[config.mk]
export PLATFORM = sky130hd
export DESIGN_NAME = vad_post
export DESIGN_NICKNAME = d
export VERILOG_FILES = /design/src/vad_pkg.sv /design/src/vad_post.sv
export SDC_FILE = /design/constraint.sdc
export NUM_CORES = 1
export LEC_CHECK = 0
export ABC_AREA = 0
export BUFFER_PORTS_ARGS = -buffer_cell sky130_fd_sc_hd__buf_2
export CAP_MARGIN = 20
export CORE_AREA = 4 4 98 100
export DETAILED_ROUTE_END_ITERATION = 8
export DIE_AREA = 0 0 102 104
export GPL_TIMING_DRIVEN = 0
export SYNTH_ARGS = -nofsm -noshare
export SYNTH_HDL_FRONTEND = slang
export SYNTH_SLANG_ARGS = --single-unit
[constraint.sdc]
create_clock -name vclk -period 8.7
set_input_delay 0.87 -clock vclk [all_inputs]
set_output_delay 0.87 -clock vclk [all_outputs]
set_load 0.02 [all_outputs]
[src/vad_pkg.sv]
// vad_pkg: widths, payload and pipeline types, and the arctangent step table
// for the vector angle block. depends on nothing.
package vad_pkg;

	localparam int COORD_BITS      = 16;
	localparam int ANGLE_FRAC_BITS = 8;
	localparam int OUT_BITS        = 18;
	localparam int DIFF_BITS       = COORD_BITS + 1;

	// rotation datapath: magnitude, gain and sign headroom, then guard bits
	localparam int GUARD_BITS = 64;
	localparam int XY_W       = COORD_BITS + 3 + GUARD_BITS;

	// angle accumulator in degrees
	localparam int Z_FRAC     = 62;
	localparam int Z_INT_BITS = 8;
	localparam int Z_W        = Z_FRAC + Z_INT_BITS;

	localparam int NSTAGE = 60;
	localparam int IDX_W  = $clog2(NSTAGE);

	// table generation only
	localparam int SER_FRAC = 124;
	localparam int SER_W    = 140;
	localparam logic [63:0] PI_Q62 = 64'hC90F_DAA2_2168_C234;
	localparam logic [Z_W-1:0] DEG45 = Z_W'(45) << Z_FRAC;

	typedef logic signed [COORD_BITS-1:0] coord_t;
	typedef logic signed [OUT_BITS-1:0]   angle_t;

	localparam angle_t ANGLE_P90 = angle_t'(90 << ANGLE_FRAC_BITS);
	localparam angle_t ANGLE_M90 = angle_t'(-(90 << ANGLE_FRAC_BITS));
	localparam angle_t ANGLE_180 = angle_t'(180 << ANGLE_FRAC_BITS);

	typedef struct packed {
		logic dx_neg;
		logic dy_neg;
		logic dx_zero;
	} side_t;

	typedef struct packed {
		logic                   valid;
		logic signed [XY_W-1:0] x;
		logic signed [XY_W-1:0] y;
		logic signed [Z_W-1:0]  z;
		side_t                  side;
	} cell_t;

	typedef logic [Z_W-1:0] atan_tbl_t [NSTAGE];

	// restoring long division, table generation only
	function automatic logic [SER_W-1:0] long_div(input logic [SER_W-1:0] num,
		input logic [SER_W-1:0] den);
		logic [SER_W-1:0] quo;
		logic [SER_W:0]   rem;
		quo = '0;
		rem = '0;
		for (int b = SER_W - 1; b >= 0; b--) begin
			rem = {rem[SER_W-1:0], num[b]};
			quo = quo << 1;
			if (rem >= {1'b0, den}) begin
				rem = rem - {1'b0, den};
				quo[0] = 1'b1;
			end
		end
		return quo;
	endfunction

	// atan(2^-i) in degrees, series evaluated at elaboration
	function automatic logic [Z_W-1:0] atan_deg(input int unsigned i);
		logic [SER_W-1:0] acc;
		logic [SER_W-1:0] term;
		logic [SER_W-1:0] deg;
		int unsigned      odd;
		acc = '0;
		for (int unsigned k = 0; k < 64; k++) begin
			odd = 2 * k + 1;
			if (i * odd <= SER_FRAC) begin
				term = long_div(SER_W'(1) << (SER_FRAC - i * odd), SER_W'(odd));
				if (k[0]) begin
					acc = acc - term;
				end else begin
					acc = acc + term;
				end
			end
		end
		deg = long_div(acc * SER_W'(180), SER_W'(PI_Q62));
		if (i == 0) begin
			return DEG45;
		end
		return deg[Z_W-1:0];
	endfunction

	function automatic atan_tbl_t atan_table();
		atan_tbl_t t;
		for (int i = 0; i < NSTAGE; i++) begin
			t[i] = atan_deg(unsigned'(i));
		end
		return t;
	endfunction

	localparam atan_tbl_t ATAN_TABLE = atan_table();

endpackage

[src/vad_post.sv]
// vad_post: rounds the accumulated angle, applies quadrant and the
// vertical cases. depends on vad_pkg
module vad_post (
	input  vad_pkg::cell_t  d,
	output vad_pkg::angle_t angle
);
	import vad_pkg::*;

	localparam int SHIFT = Z_FRAC - ANGLE_FRAC_BITS;
	localparam logic signed [Z_W-1:0] HALF = Z_W'(1) << (SHIFT - 1);

	logic signed [Z_W-1:0] rounded;
	angle_t                mag;
	angle_t                signed_mag;

	assign rounded = ($signed(d.z) + HALF) >>> SHIFT;
	assign mag = angle_t'(rounded);
	assign signed_mag = (d.side.dx_neg != d.side.dy_neg) ? -mag : mag;

	always_comb begin
		priority if (d.side.dx_zero) begin
			angle = d.side.dy_neg ? ANGLE_M90 : ANGLE_P90;
		end else if (d.side.dx_neg) begin
			angle = signed_mag + ANGLE_180;
		end else begin
			angle = signed_mag;
		end
	end

endmodule
* Yosys cells after proc, flatten, opt, wreduce, memory -nomap -nowiden
Index checks and enable logic that the tools add are counted.
Cells by class: muxes and demuxes 4, add/sub/neg operators 3, equal/unequal tests 1
Operator list (count):
- 18-bit 2-to-1 mux | 4
- 70-bit by 55-bit adder with 70-bit output (second input constant) | 1
- 18-bit by 17-bit adder with 18-bit output (second input constant) | 1
- 16-bit negation with 18-bit output | 1
- 1-bit != test | 1
Storage, ports and cells: output and inout bits 18, register bits 0, input bits 240, word-level logic and storage cells 8

* Depth between registers and ports, before layout
depth in word-level cells 6, mapped depth 13, mapped depth without buffers 12

* Worst setup path before layout
No wires, ideal clock.
kind input-to-output, start point input port d[56] (netlist name), end point output port angle[15], arrival time 3.567 ns, data required time 7.830 ns, cell stages on the path 12, setup slack 4.263 ns, buffers on the path 1, cells stage by stage ha_1 buf_2 xnor2_1 ha_1 inv_1 o32ai_1 a21boi_2 o22ai_1 xnor2_2 a211oi_1 nor4_1 a311oi_1
On the way: word-level cells in the longest chain between the ends 6
RTL lines:
- start: declaration | RTL line vad_post.sv:4 | input vad_pkg::cell_t d,
- 70-bit by 55-bit adder with 70-bit output * | RTL line vad_post.sv:16 | assign rounded = ($signed(d.z) + HALF) >>> SHIFT;
- 16-bit negation with 18-bit output | RTL line vad_post.sv:18 | assign signed_mag = (d.side.dx_neg != d.side.dy_neg) ? -mag : mag;
- 18-bit 2-to-1 mux * | RTL line vad_post.sv:18
- 18-bit by 17-bit adder with 18-bit output | RTL line vad_post.sv:24 | angle = signed_mag + ANGLE_180;
- 18-bit 2-to-1 mux * | RTL line vad_post.sv:23 | end else if (d.side.dx_neg) begin
- 18-bit 2-to-1 mux * | RTL line vad_post.sv:21 | priority if (d.side.dx_zero) begin
- end: declaration | RTL line vad_post.sv:5 | output vad_pkg::angle_t angle
Every way passes the cells marked *; elsewhere a longest branch is shown, timed or not.

* Worst setup path after layout
start point input port d[56] (netlist name), end point output port angle[11]
Same word-level chain as after synthesis.

==> results by group <==
Run status
  – Status: finished, final reports clean

Hold path
  – Hold Crit Start: d[1]
  – Tightest Hold Check Type: in -> out

Layout
  – Share of cells above drive strength 1: 27.6%
  – Fin area: 1560 µm²
  – Clock buffers: 0
  – Area Overhead vs Synth: 23.4%
  – Fillcell total: 1,032
  – Most frequent cells in the layout: buf_2, xnor2_1, nor2_1
  – Final #Nets: 455
  – Sequential Area: 0 µm²
  – Multi-input logic area: 1170 µm²
  – Leading cell type in the layout, fill and taps excluded: buf_2
  – Seq cells: 0
  – # diodes: 0

STA
  – Worst Max-Slew Pin Slew: 0.761 ns
  – Fmax achieved: 195 MHz
  – Setup Total Neg Slack: 0 ns
  – RSZ-0062 raised after global routing: no
  – Setup Viol. Count Final: 0
  – Final worst setup slack: 3.57 ns
  – Final hold violation count: 0
  – Slew HR: 48.9%
  – Min Tclk post-route: 5.13 ns
  – Max Slew Vio Count: 0
  – Fin crit share: 59.0%

CTS
  – Hold buffers post-CTS: 0
  – Postcts setup bufs: 0
  – Post-cts sizing count: 0

Worst setup path
  – Critical Path End Type: primary output
  – Critical Path Start: d[56]
  – Crit path arrival time: 4.26 ns
  – Largest stage delay on the critical path: 0.55 ns
  – Crit path required time: 7.83 ns
  – CP max stage cell: o32ai_1
  – Crit path kind: in -> out
  – Crit-path cells: buf_2 -> ha_1 -> buf_2 -> xnor2_1 -> ha_1 -> inv_1 -> o32ai_1 -> a21boi_2 -> o22ai_1 -> xnor2_2 -> ha_1 -> and2_1 -> a211oi_1 -> a21oi_1 -> buf_2
  – CP Launch Type: input pin
  – Critical path fanouts, max: 10

Placement
  – Gpl congestion: 0.808
  – HPWL Detailed: 3.39 mm
  – Dpl cell area: 1560 µm²
  – Worst slack, placed: 3.61 ns
  – Port Buffer Count: 32

Route
  – DRC Markers: 0
  – WL/cell: 12.8 µm
  – Vias/cell: 4.47
  – DR vias: 1,422
  – DRT Pass-1 Iters: 4
  – DRT Wirelength: 4.06 mm
  – Post-route ant nets: 0
  – Starting DRT DRC Count: 69

Floorplan
  – Standard-cell rows: 34
  – Core footprint: 8680 µm²
  – Top Ports: 258
  – Initial Utilization: 14.5%
  – Die X: 102 µm
  – Die area: 10,600 µm²
  – Height of the die: 104 µm

Power
  – PD cells: 70.2 nW/µm²
  – Leakage power: 0.557 nW
  – Max rail drop VDD: 29.9 µV

Synthesis
  – Post-synthesis sequential area ratio: 0%
  – Synth Warn #: 0
  – Synth Net Count: 421
  – Synth cell types: 56
  – Post-Synthesis Cells: 178
  – Mean Syn Cell Area: 7.08 µm²
  – Cell Area, Synth: 1260 µm²

Flow run
  – Max Cap Violations: 0

GRT
  – Largest net degree at the start of global routing: 11
  – Vias in the first global route: 1,365
  – Total gr overflow: 0
  – Overall Global Routing Usage: 7.50%
  – First-pass GRT wire length: 6.87 mm
  – Initial antenna violation count: 0
==> critical path, delay by kind of cell <==
| kind | cells | cell delay, ns |
|---|---|---|
| and+or+nand+nor | 1 | 0.16 |
| buffers and inverters | 4 | 0.55 |
| adders and majority gates | 3 | 0.73 |
| AOI/OAI and AO/OA | 5 | 1.39 |
| xor gates and xnor gates | 2 | 0.55 |
==> report_power, final <==
group          total (W)  switching [W]  internal [W]
Combinational   0.000109      0.0000668     0.0000423
Clock                  0              0             0
Sequential             0              0             0
==> area by class of cell <==
type / instances / share of cell area [%]
Tap cell: 108 / 8.69
Timing Repair Buffer: 32 / 10.3
Multi-Input combinational cell: 160 / 75.0
Buffer: 13 / 4.83
Inverter: 5 / 1.21
==> per-layer routing <==
metal,vias up,GRT usage [%],share of wire (%)
met4,0,0,0
met2,42,11.3,42
met5,-,0,0
met1,650,12.0,52
li1,730,-,-
met3,0,0.738,6.4
==> synth_stat cells (3+ instances only) <==
master    instances  share of area, %
a211oi_1          5               3.0
a21o_1            3               1.8
a21oi_1           7               2.8
buf_2             5               2.0
clkbuf_1          3              0.89
ha_1              3               3.0
inv_1             4               1.2
nand2_1           9               2.7
nand2b_1          3               1.5
nand3_1          11               4.4
nand4_1           7               3.5
nor2_1           20               6.0
nor3_1            3               1.2
nor4_1            4               2.0
o21a_1            4               2.4
o21ai_0           5               2.0
xnor2_1          23                16
xnor2_2           3               3.9
xor2_1           10               7.0
==> through the flow <==
step	hold WS (ns)	util, %	instances	total power, W
3_3_place_gp	2.13	17.9	318	0.000107
6_report	2.14	17.9	318	0.000109
3_5_place_dp	2.12	17.9	318	0.000109
5_1_grt	2.18	17.9	318	0.000120
4_1_cts	2.13	17.9	318	0.000109
2_1_floorplan	1.87	-	178	0.0000792
==> path summary, 6_finish.rpt <==
check	endpoint	cells past startpoint	slack, ns
min	angle[11]	3	2.14
max	angle[11]	15	3.57
==> logic make-up (layout without fill, tap and decap cells) <==
| kind of cell | count (synthesis) | in the layout | synth area share (%) |
|---|---|---|---|
| fa+ha+maj | 3 | 3 | 2.98 |
| buf+inv | 18 | 50 | 7.45 |
| mux | 2 | 2 | 1.69 |
| simple gates | 73 | 73 | 32.5 |
| xor+xnor | 36 | 36 | 26.8 |
| compound gates | 46 | 46 | 28.6 |
Power figures use the tool's default switching activity.
