$ cat src/vad_pkg.sv
// vad_pkg: widths, payload and pipeline types, and the arctangent step table
// for the vector angle block. depends on nothing.
package vad_pkg;

	localparam int COORD_BITS      = 16;
	localparam int ANGLE_FRAC_BITS = 8;
	localparam int OUT_BITS        = 18;
	localparam int DIFF_BITS       = COORD_BITS + 1;

	// rotation datapath: magnitude, gain and sign headroom, then guard bits
	localparam int GUARD_BITS = 64;
	localparam int XY_W       = COORD_BITS + 3 + GUARD_BITS;

	// angle accumulator in degrees
	localparam int Z_FRAC     = 62;
	localparam int Z_INT_BITS = 8;
	localparam int Z_W        = Z_FRAC + Z_INT_BITS;

	localparam int NSTAGE = 60;
	localparam int IDX_W  = $clog2(NSTAGE);

	// table generation only
	localparam int SER_FRAC = 124;
	localparam int SER_W    = 140;
	localparam logic [63:0] PI_Q62 = 64'hC90F_DAA2_2168_C234;
	localparam logic [Z_W-1:0] DEG45 = Z_W'(45) << Z_FRAC;

	typedef logic signed [COORD_BITS-1:0] coord_t;
	typedef logic signed [OUT_BITS-1:0]   angle_t;

	localparam angle_t ANGLE_P90 = angle_t'(90 << ANGLE_FRAC_BITS);
	localparam angle_t ANGLE_M90 = angle_t'(-(90 << ANGLE_FRAC_BITS));
	localparam angle_t ANGLE_180 = angle_t'(180 << ANGLE_FRAC_BITS);

	typedef struct packed {
		logic dx_neg;
		logic dy_neg;
		logic dx_zero;
	} side_t;

	typedef struct packed {
		logic                   valid;
		logic signed [XY_W-1:0] x;
		logic signed [XY_W-1:0] y;
		logic signed [Z_W-1:0]  z;
		side_t                  side;
	} cell_t;

	typedef logic [Z_W-1:0] atan_tbl_t [NSTAGE];

	// restoring long division, table generation only
	function automatic logic [SER_W-1:0] long_div(input logic [SER_W-1:0] num,
		input logic [SER_W-1:0] den);
		logic [SER_W-1:0] quo;
		logic [SER_W:0]   rem;
		quo = '0;
		rem = '0;
		for (int b = SER_W - 1; b >= 0; b--) begin
			rem = {rem[SER_W-1:0], num[b]};
			quo = quo << 1;
			if (rem >= {1'b0, den}) begin
				rem = rem - {1'b0, den};
				quo[0] = 1'b1;
			end
		end
		return quo;
	endfunction

	// atan(2^-i) in degrees, series evaluated at elaboration
	function automatic logic [Z_W-1:0] atan_deg(input int unsigned i);
		logic [SER_W-1:0] acc;
		logic [SER_W-1:0] term;
		logic [SER_W-1:0] deg;
		int unsigned      odd;
		acc = '0;
		for (int unsigned k = 0; k < 64; k++) begin
			odd = 2 * k + 1;
			if (i * odd <= SER_FRAC) begin
				term = long_div(SER_W'(1) << (SER_FRAC - i * odd), SER_W'(odd));
				if (k[0]) begin
					acc = acc - term;
				end else begin
					acc = acc + term;
				end
			end
		end
		deg = long_div(acc * SER_W'(180), SER_W'(PI_Q62));
		if (i == 0) begin
			return DEG45;
		end
		return deg[Z_W-1:0];
	endfunction

	function automatic atan_tbl_t atan_table();
		atan_tbl_t t;
		for (int i = 0; i < NSTAGE; i++) begin
			t[i] = atan_deg(unsigned'(i));
		end
		return t;
	endfunction

	localparam atan_tbl_t ATAN_TABLE = atan_table();

endpackage

$ cat src/vad_prep.sv
// vad_prep: forms dx, dy and their magnitudes, loads the first rotation cell
// depends on vad_pkg
module vad_prep (
	input  logic            clk,
	input  logic            arst_n,
	input  logic            en,
	input  logic            valid,
	input  vad_pkg::coord_t start_x,
	input  vad_pkg::coord_t start_y,
	input  vad_pkg::coord_t end_x,
	input  vad_pkg::coord_t end_y,
	output vad_pkg::cell_t  q
);
	import vad_pkg::*;

	logic signed [DIFF_BITS-1:0] dx;
	logic signed [DIFF_BITS-1:0] dy;
	logic [COORD_BITS-1:0]       abs_dx;
	logic [COORD_BITS-1:0]       abs_dy;

	logic                   valid_s1;
	logic signed [XY_W-1:0] x_s1;
	logic signed [XY_W-1:0] y_s1;
	side_t                  side_s1;

	assign dx = DIFF_BITS'(end_x) - DIFF_BITS'(start_x);
	assign dy = DIFF_BITS'(end_y) - DIFF_BITS'(start_y);
	assign abs_dx = dx[DIFF_BITS-1] ? COORD_BITS'(-dx) : COORD_BITS'(dx);
	assign abs_dy = dy[DIFF_BITS-1] ? COORD_BITS'(-dy) : COORD_BITS'(dy);

	always_ff @(posedge clk or negedge arst_n) begin
		if (!arst_n) begin
			valid_s1 <= 1'b0;
		end else if (en) begin
			valid_s1 <= valid;
		end
	end

	always_ff @(posedge clk) begin
		if (en) begin
			x_s1 <= $signed({{(XY_W - COORD_BITS - GUARD_BITS){1'b0}}, abs_dx,
				{GUARD_BITS{1'b0}}});
			y_s1 <= $signed({{(XY_W - COORD_BITS - GUARD_BITS){1'b0}}, abs_dy,
				{GUARD_BITS{1'b0}}});
			side_s1.dx_neg  <= dx[DIFF_BITS-1];
			side_s1.dy_neg  <= dy[DIFF_BITS-1];
			side_s1.dx_zero <= (dx == '0);
		end
	end

	assign q = '{valid: valid_s1, x: x_s1, y: y_s1, z: '0, side: side_s1};

endmodule

$ cat config.mk
export PLATFORM = sky130hd
export DESIGN_NAME = vad_prep
export DESIGN_NICKNAME = d
export VERILOG_FILES = /design/src/vad_pkg.sv /design/src/vad_prep.sv
export SDC_FILE = /design/constraint.sdc
export NUM_CORES = 1
export LEC_CHECK = 0
export ABC_AREA = 1
export BUFFER_PORTS_ARGS = -buffer_cell sky130_fd_sc_hd__buf_2
export CORE_MARGIN = 5
export CORE_UTILIZATION = 47
export CTS_CLUSTER_SIZE = 30
export DETAILED_ROUTE_END_ITERATION = 10
export PLACE_DENSITY = 0.84
export SYNTH_ARGS = -nofsm -noshare
export SYNTH_HDL_FRONTEND = slang
export SYNTH_SLANG_ARGS = --single-unit
export TNS_END_PERCENT = 1
$ cat constraint.sdc
create_clock -name clk -period 0.9 [get_ports clk]
set_input_delay 0.045 -clock clk [delete_from_list [all_inputs] [get_ports clk]]
set_output_delay 0.045 -clock clk [all_outputs]
set_load 0.03 [all_outputs]
# Word level (Yosys, flattened, before mapping)
# Index checks and enable logic that the tools add are counted.
[classes]
addsub = 4
reduce_logical = 1
muxes = 2
[ops]
columns = ["cell", "count"]
rows = [
  ["16-bit by 16-bit subtractor with 17-bit output", 2],
  ["16-bit 2-to-1 mux", 2],
  ["16-bit negator", 2],
  ["17-bit zero test", 1],
]
[word_totals]
ff_bits = 36
in_bits = 68
output_inout_bits = 240

# Depth between registers and ports, before layout
[depth]
ltp_word = 3
mapped_depth = 18
ltp_nobuf = 18

# Worst setup path before layout
# Ideal clock, no wire load.
[synth_timing]
path_kind = "input-to-reg"
from = "in end_y[0]"
to = "reg y_s1[76] (data pin)"
setup_ps = 249
path_stages = 18
arrival_time_ps = 1783
slack_ps = -1132
path_cell_list = "inv_1 > ha_1 > fa_1 > inv_1 > nand3_1 > nand2_2 > nand2_2 > nand2_2 > nand2_2 > nand2_2 > nand2_2 > a21oi_4 > inv_2 > buf_6 > nand2_1 > nand2_1 > nand2_1 > inv_1"
[synth_rtl]
columns = ["item", "line", "rtl"]
rows = [
  ["start: declaration", "vad_prep.sv:11", "input vad_pkg::coord_t end_y,"],
  ["16-bit by 16-bit subtractor with 17-bit output", "vad_prep.sv:27", "assign dy = DIFF_BITS'(end_y) - DIFF_BITS'(start_y);"],
  ["net dy[16]", "vad_prep.sv:17", "logic signed [DIFF_BITS-1:0] dy;"],
  ["16-bit 2-to-1 mux", "vad_prep.sv:29", "assign abs_dy = dy[DIFF_BITS-1] ? COORD_BITS'(-dy) : COORD_BITS'(dy);"],
  ["net abs_dy[12]", "vad_prep.sv:19", "logic [COORD_BITS-1:0] abs_dy;"],
  ["end signal: assignment", "vad_prep.sv:43", "y_s1 <= $signed({{(XY_W - COORD_BITS - GUARD_BITS){1'b0}}, abs_dy,"],
  ["end: declaration", "vad_prep.sv:23", "logic signed [XY_W-1:0] y_s1;"],
]
# The timed path passes the listed nets, and every way through them passes these cells.
# A chain may end at the register's enable or synchronous reset.

# Final worst setup path
[layout_timing]
from = "in end_y[0]"
to = "reg y_s1[75] (data pin)"
[layout_via]
elab_chain_len = 3
[layout_lines]
columns = ["item", "line"]
rows = [
  ["16-bit by 16-bit subtractor with 17-bit output *", "vad_prep.sv:27"],
  ["16-bit negator", "vad_prep.sv:29"],
  ["16-bit 2-to-1 mux *", "vad_prep.sv:29"],
  ["net abs_dy[11]", "vad_prep.sv:19"],
]
# Mark *: on every way through the listed nets, which the timed path passes. The rest lies on a longest branch.

==> summary.txt <==
share of layout cells above drive strength 1 - 0.288
Post-Synthesis Mean Instance Area - 6.59 µm²
clock buffer depth - 2
post-route fraction of the period consumed by the critical path - 2.10
proportion of power drawn by flip-flops and latches - 0.236
top flip-flop cell by instance count after synthesis - sky130_fd_sc_hd__edfxtp_1
setup repair after global routing missed its margin - true
internal power component - 5570 µW
antenna diode instance count - 0
clock-pin transition on the worst setup and hold timing paths - 50 ps
final routed wirelength across all metal layers - 13.4 mm
met3 usage - 0.0294
Clock Sinks - 36
commonest non-fill, non-tap cells in the layout - sky130_fd_sc_hd__nand2_1 (216), sky130_fd_sc_hd__conb_1 (204), sky130_fd_sc_hd__inv_1 (127)
fill count - 1,051
post-synthesis cell count - 852
count of vias placed by the detailed router - 5,191
number of antenna violations at the first check in global routing - 0
top cells by area, synth - sky130_fd_sc_hd__buf_4 (28%), sky130_fd_sc_hd__edfxtp_1 (19%), sky130_fd_sc_hd__nand2_1 (16%)
Gate power share - 0.597
number of clock buffers inserted by TritonCTS - 5
run status - finished with violations
routed vias/inst - 4.23
Starting Density - 0.474
EDFF count, synth - 35
final count of hold timing violations - 0
sort of element at the end of the critical path - flop
R2R cell count - 1
Avg WL per Cell - 10.9 µm
critical path data required time - 920 ps
largest voltage drop on the vdd net - 0.803 mV
worst setup skew after layout - 0 ps
area grow syn2layout - 24.1%
number of global-route vias before repair - 4,910
std cell rows - 40
horizontal extent of the die - 119 µm
async set or reset register ratio after synthesis - 0.0278
portion of synthesized cell area occupied by the leading cell type - 0.277
clock latency at the later pin of the worst-skew pair - 270 ps
Boundary Pins - 308
1st-pass router iterations - 5
violations in the final reports - setup timing
core utilization of the finished layout - 0.588
first-pass GRT wire length - 21.1 mm
portion of total power attributed to the clock network - 0.166
number of failing setup endpoints in the final timing report - 40
number of port buffers - 103
met1 layer usage reported by global route - 0.201
PwrDens - 1480 nW/µm²
maximum frequency from static timing analysis - 528 MHz
static leakage power - 0.00415 µW
Antenna Nets Post-Route - 0
most common library cell in the layout ignoring fill and taps - sky130_fd_sc_hd__nand2_1
overall track demand over capacity in global routing - 0.175
TritonCTS clock tree - yes
placed cell area - 6350 µm²
Final min period - 1890 ps
number of cells on the worst hold path - 2
maximum number of pins on one net before global-route repair - 13
Final Power - 10,300 µW
Data arrival, critical path - 1920 ps
root buffer selected by CTS - sky130_fd_sc_hd__clkbuf_16
Switching Power - 4760 µW
global-route track usage on met2 - 0.326
worst slack on hold paths - 10.2 ps
critical-path maximum fanout - 5
type of the worst min-delay path - in2reg
warning count from the yosys run - 0
total number of H-tree levels - 2
most congested layer reported by global routing - met2
height of the die - 119 µm
crit start category - input pin
number of nets at the end of the flow - 1,184
fraction of power spent switching nets - 0.461
sequential fraction of the synthesis area - 0.192
DRC marker count from the first detailed-route iteration - 294
total congestion overflow after global routing - 0
Worst Setup Slack, final - -994 ps
number of remaining DRC errors - 0
final-report max-slew violation count - 0
cell accounting for the most synthesized area - sky130_fd_sc_hd__buf_4
die outline area - 14,200 µm²
max capacitance violation total - 0
multi-input logic area - 3490 µm²
area of the placeable core - 11,900 µm²
pre-CTS WS - -1410 ps
synth unique cells - 35
netlist area before placement - 5620 µm²
final weighted congestion in routability-driven placement - 0.915
flip-flop and latch count after synthesis - 36
DPL Wire Length - 11.2 mm
post-layout instance area - 6970 µm²
path type of the worst setup path - in2reg
sequential cell area - 1080 µm²
[final cells by class]
class | count | share of cell area
clock buffers | 7 | 0.0205
clock inverters | 1 | 0.00108
inverters | 133 | 0.0745
multi-input cells | 678 | 0.500
flip-flops and latches | 36 | 0.154
well taps | 147 | 0.0264
repair buffers | 225 | 0.222
repair inverters | 1 | 0.00108
[worst max-delay path: stages]
cell,delay (ps)
sky130_fd_sc_hd__buf_8,90
sky130_fd_sc_hd__inv_12,30
sky130_fd_sc_hd__ha_4,150
sky130_fd_sc_hd__fa_2,350
sky130_fd_sc_hd__buf_4,150
sky130_fd_sc_hd__xnor2_1,150
sky130_fd_sc_hd__nor2_1,160
sky130_fd_sc_hd__nand3_1,110
sky130_fd_sc_hd__nor2_2,120
sky130_fd_sc_hd__nand3_2,80
sky130_fd_sc_hd__nor2_1,90
sky130_fd_sc_hd__nand2_1,100
sky130_fd_sc_hd__nand2_4,90
sky130_fd_sc_hd__xor2_1,150
sky130_fd_sc_hd__inv_1,50
[synth_stat cells, types with 2 or more instances]
| master | count |
|---|---|
| sky130_fd_sc_hd__ha_1 | 34 |
| sky130_fd_sc_hd__and2_1 | 3 |
| sky130_fd_sc_hd__inv_2 | 2 |
| sky130_fd_sc_hd__xor2_2 | 2 |
| sky130_fd_sc_hd__nor3_1 | 3 |
| sky130_fd_sc_hd__nor2_2 | 2 |
| sky130_fd_sc_hd__xnor2_1 | 10 |
| sky130_fd_sc_hd__nor2_1 | 59 |
| sky130_fd_sc_hd__buf_4 | 207 |
| sky130_fd_sc_hd__a21oi_1 | 23 |
| sky130_fd_sc_hd__nand3b_1 | 3 |
| sky130_fd_sc_hd__nand2_2 | 9 |
| sky130_fd_sc_hd__nand2_1 | 232 |
| sky130_fd_sc_hd__o21ai_0 | 5 |
| sky130_fd_sc_hd__nand3_1 | 57 |
| sky130_fd_sc_hd__fa_1 | 2 |
| sky130_fd_sc_hd__edfxtp_1 | 35 |
| sky130_fd_sc_hd__inv_1 | 131 |
| sky130_fd_sc_hd__nand4_1 | 8 |
| sky130_fd_sc_hd__xor2_1 | 10 |
[cells by family (layout without fill, tap and decap cells)]
| family | after synthesis | after routing | synth area share |
|---|---|---|---|
| simple gates | 379 | 379 | 0.281 |
| buf+inv | 341 | 367 | 0.367 |
| fa+ha+maj | 36 | 36 | 0.0829 |
| compound gates | 36 | 36 | 0.0372 |
| flops | 36 | 36 | 0.192 |
| xor+xnor | 22 | 22 | 0.0370 |
| other cells | 1 | 204 | 0.000668 |
| mux | 1 | 1 | 0.00200 |
[power by group through the flow]
stage / Clock (µW) / Sequential, µW / Combinational, µW
2_1_floorplan: 0 / 3080 / 3870
3_3_place_gp: 0 / 2450 / 5480
3_5_place_dp: 0 / 2450 / 5590
4_1_cts: 1740 / 2440 / 5910
5_1_grt: 1830 / 2470 / 6740
6_report: 1720 / 2440 / 6170
[per-stage QoR]
stage / TNS [ps] / instances
final: -29120 / 1228
after global routing: -33460 / 1228
after CTS: -28860 / 1223
after detailed placement: -43180 / 1203
after global placement: -41400 / 1203
after floorplan: -31890 / 1055
[sequential cells by signal, indices dropped and copies added (netlist names)]
signal,count
q,3
valid_s1,1
y_s1,16
x_s1,16
[what timing repair did]
| action | in CTS | in global routing |
|---|---|---|
| hold buffers | 1 | 0 |
| resized for setup | 59 | 39 |
| setup endpoints to repair | 43 | 51 |
| cloned | 1 | 0 |
| pin swaps | 24 | 9 |
| buffers inserted | 10 | 5 |
| endpoints found under the hold margin | 1 | 0 |
[worst paths after layout]
| kind | from | to | slack (ps) |
|---|---|---|---|
| setup / recovery | end_y[0] | y_s1[75] | -990 |
| hold / removal | valid | valid_s1 | 10 |
| setup reg to reg | valid_s1 | valid_s1 | 160 |
| hold reg to reg | valid_s1 | valid_s1 | 510 |
| max in group asynchronous | arst_n | valid_s1 | 730 |
| min in group asynchronous | arst_n | valid_s1 | 80 |
[metal layers]
layer	share of wire	up-vias	routed length (µm)
met4	0.027	0	358
met3	0.065	32	875
met1	0.39	2287	5250
li1	-	2671	-
met5	0	-	0
met2	0.52	201	6920
Note: power is estimated with default switching activity, not from simulation.
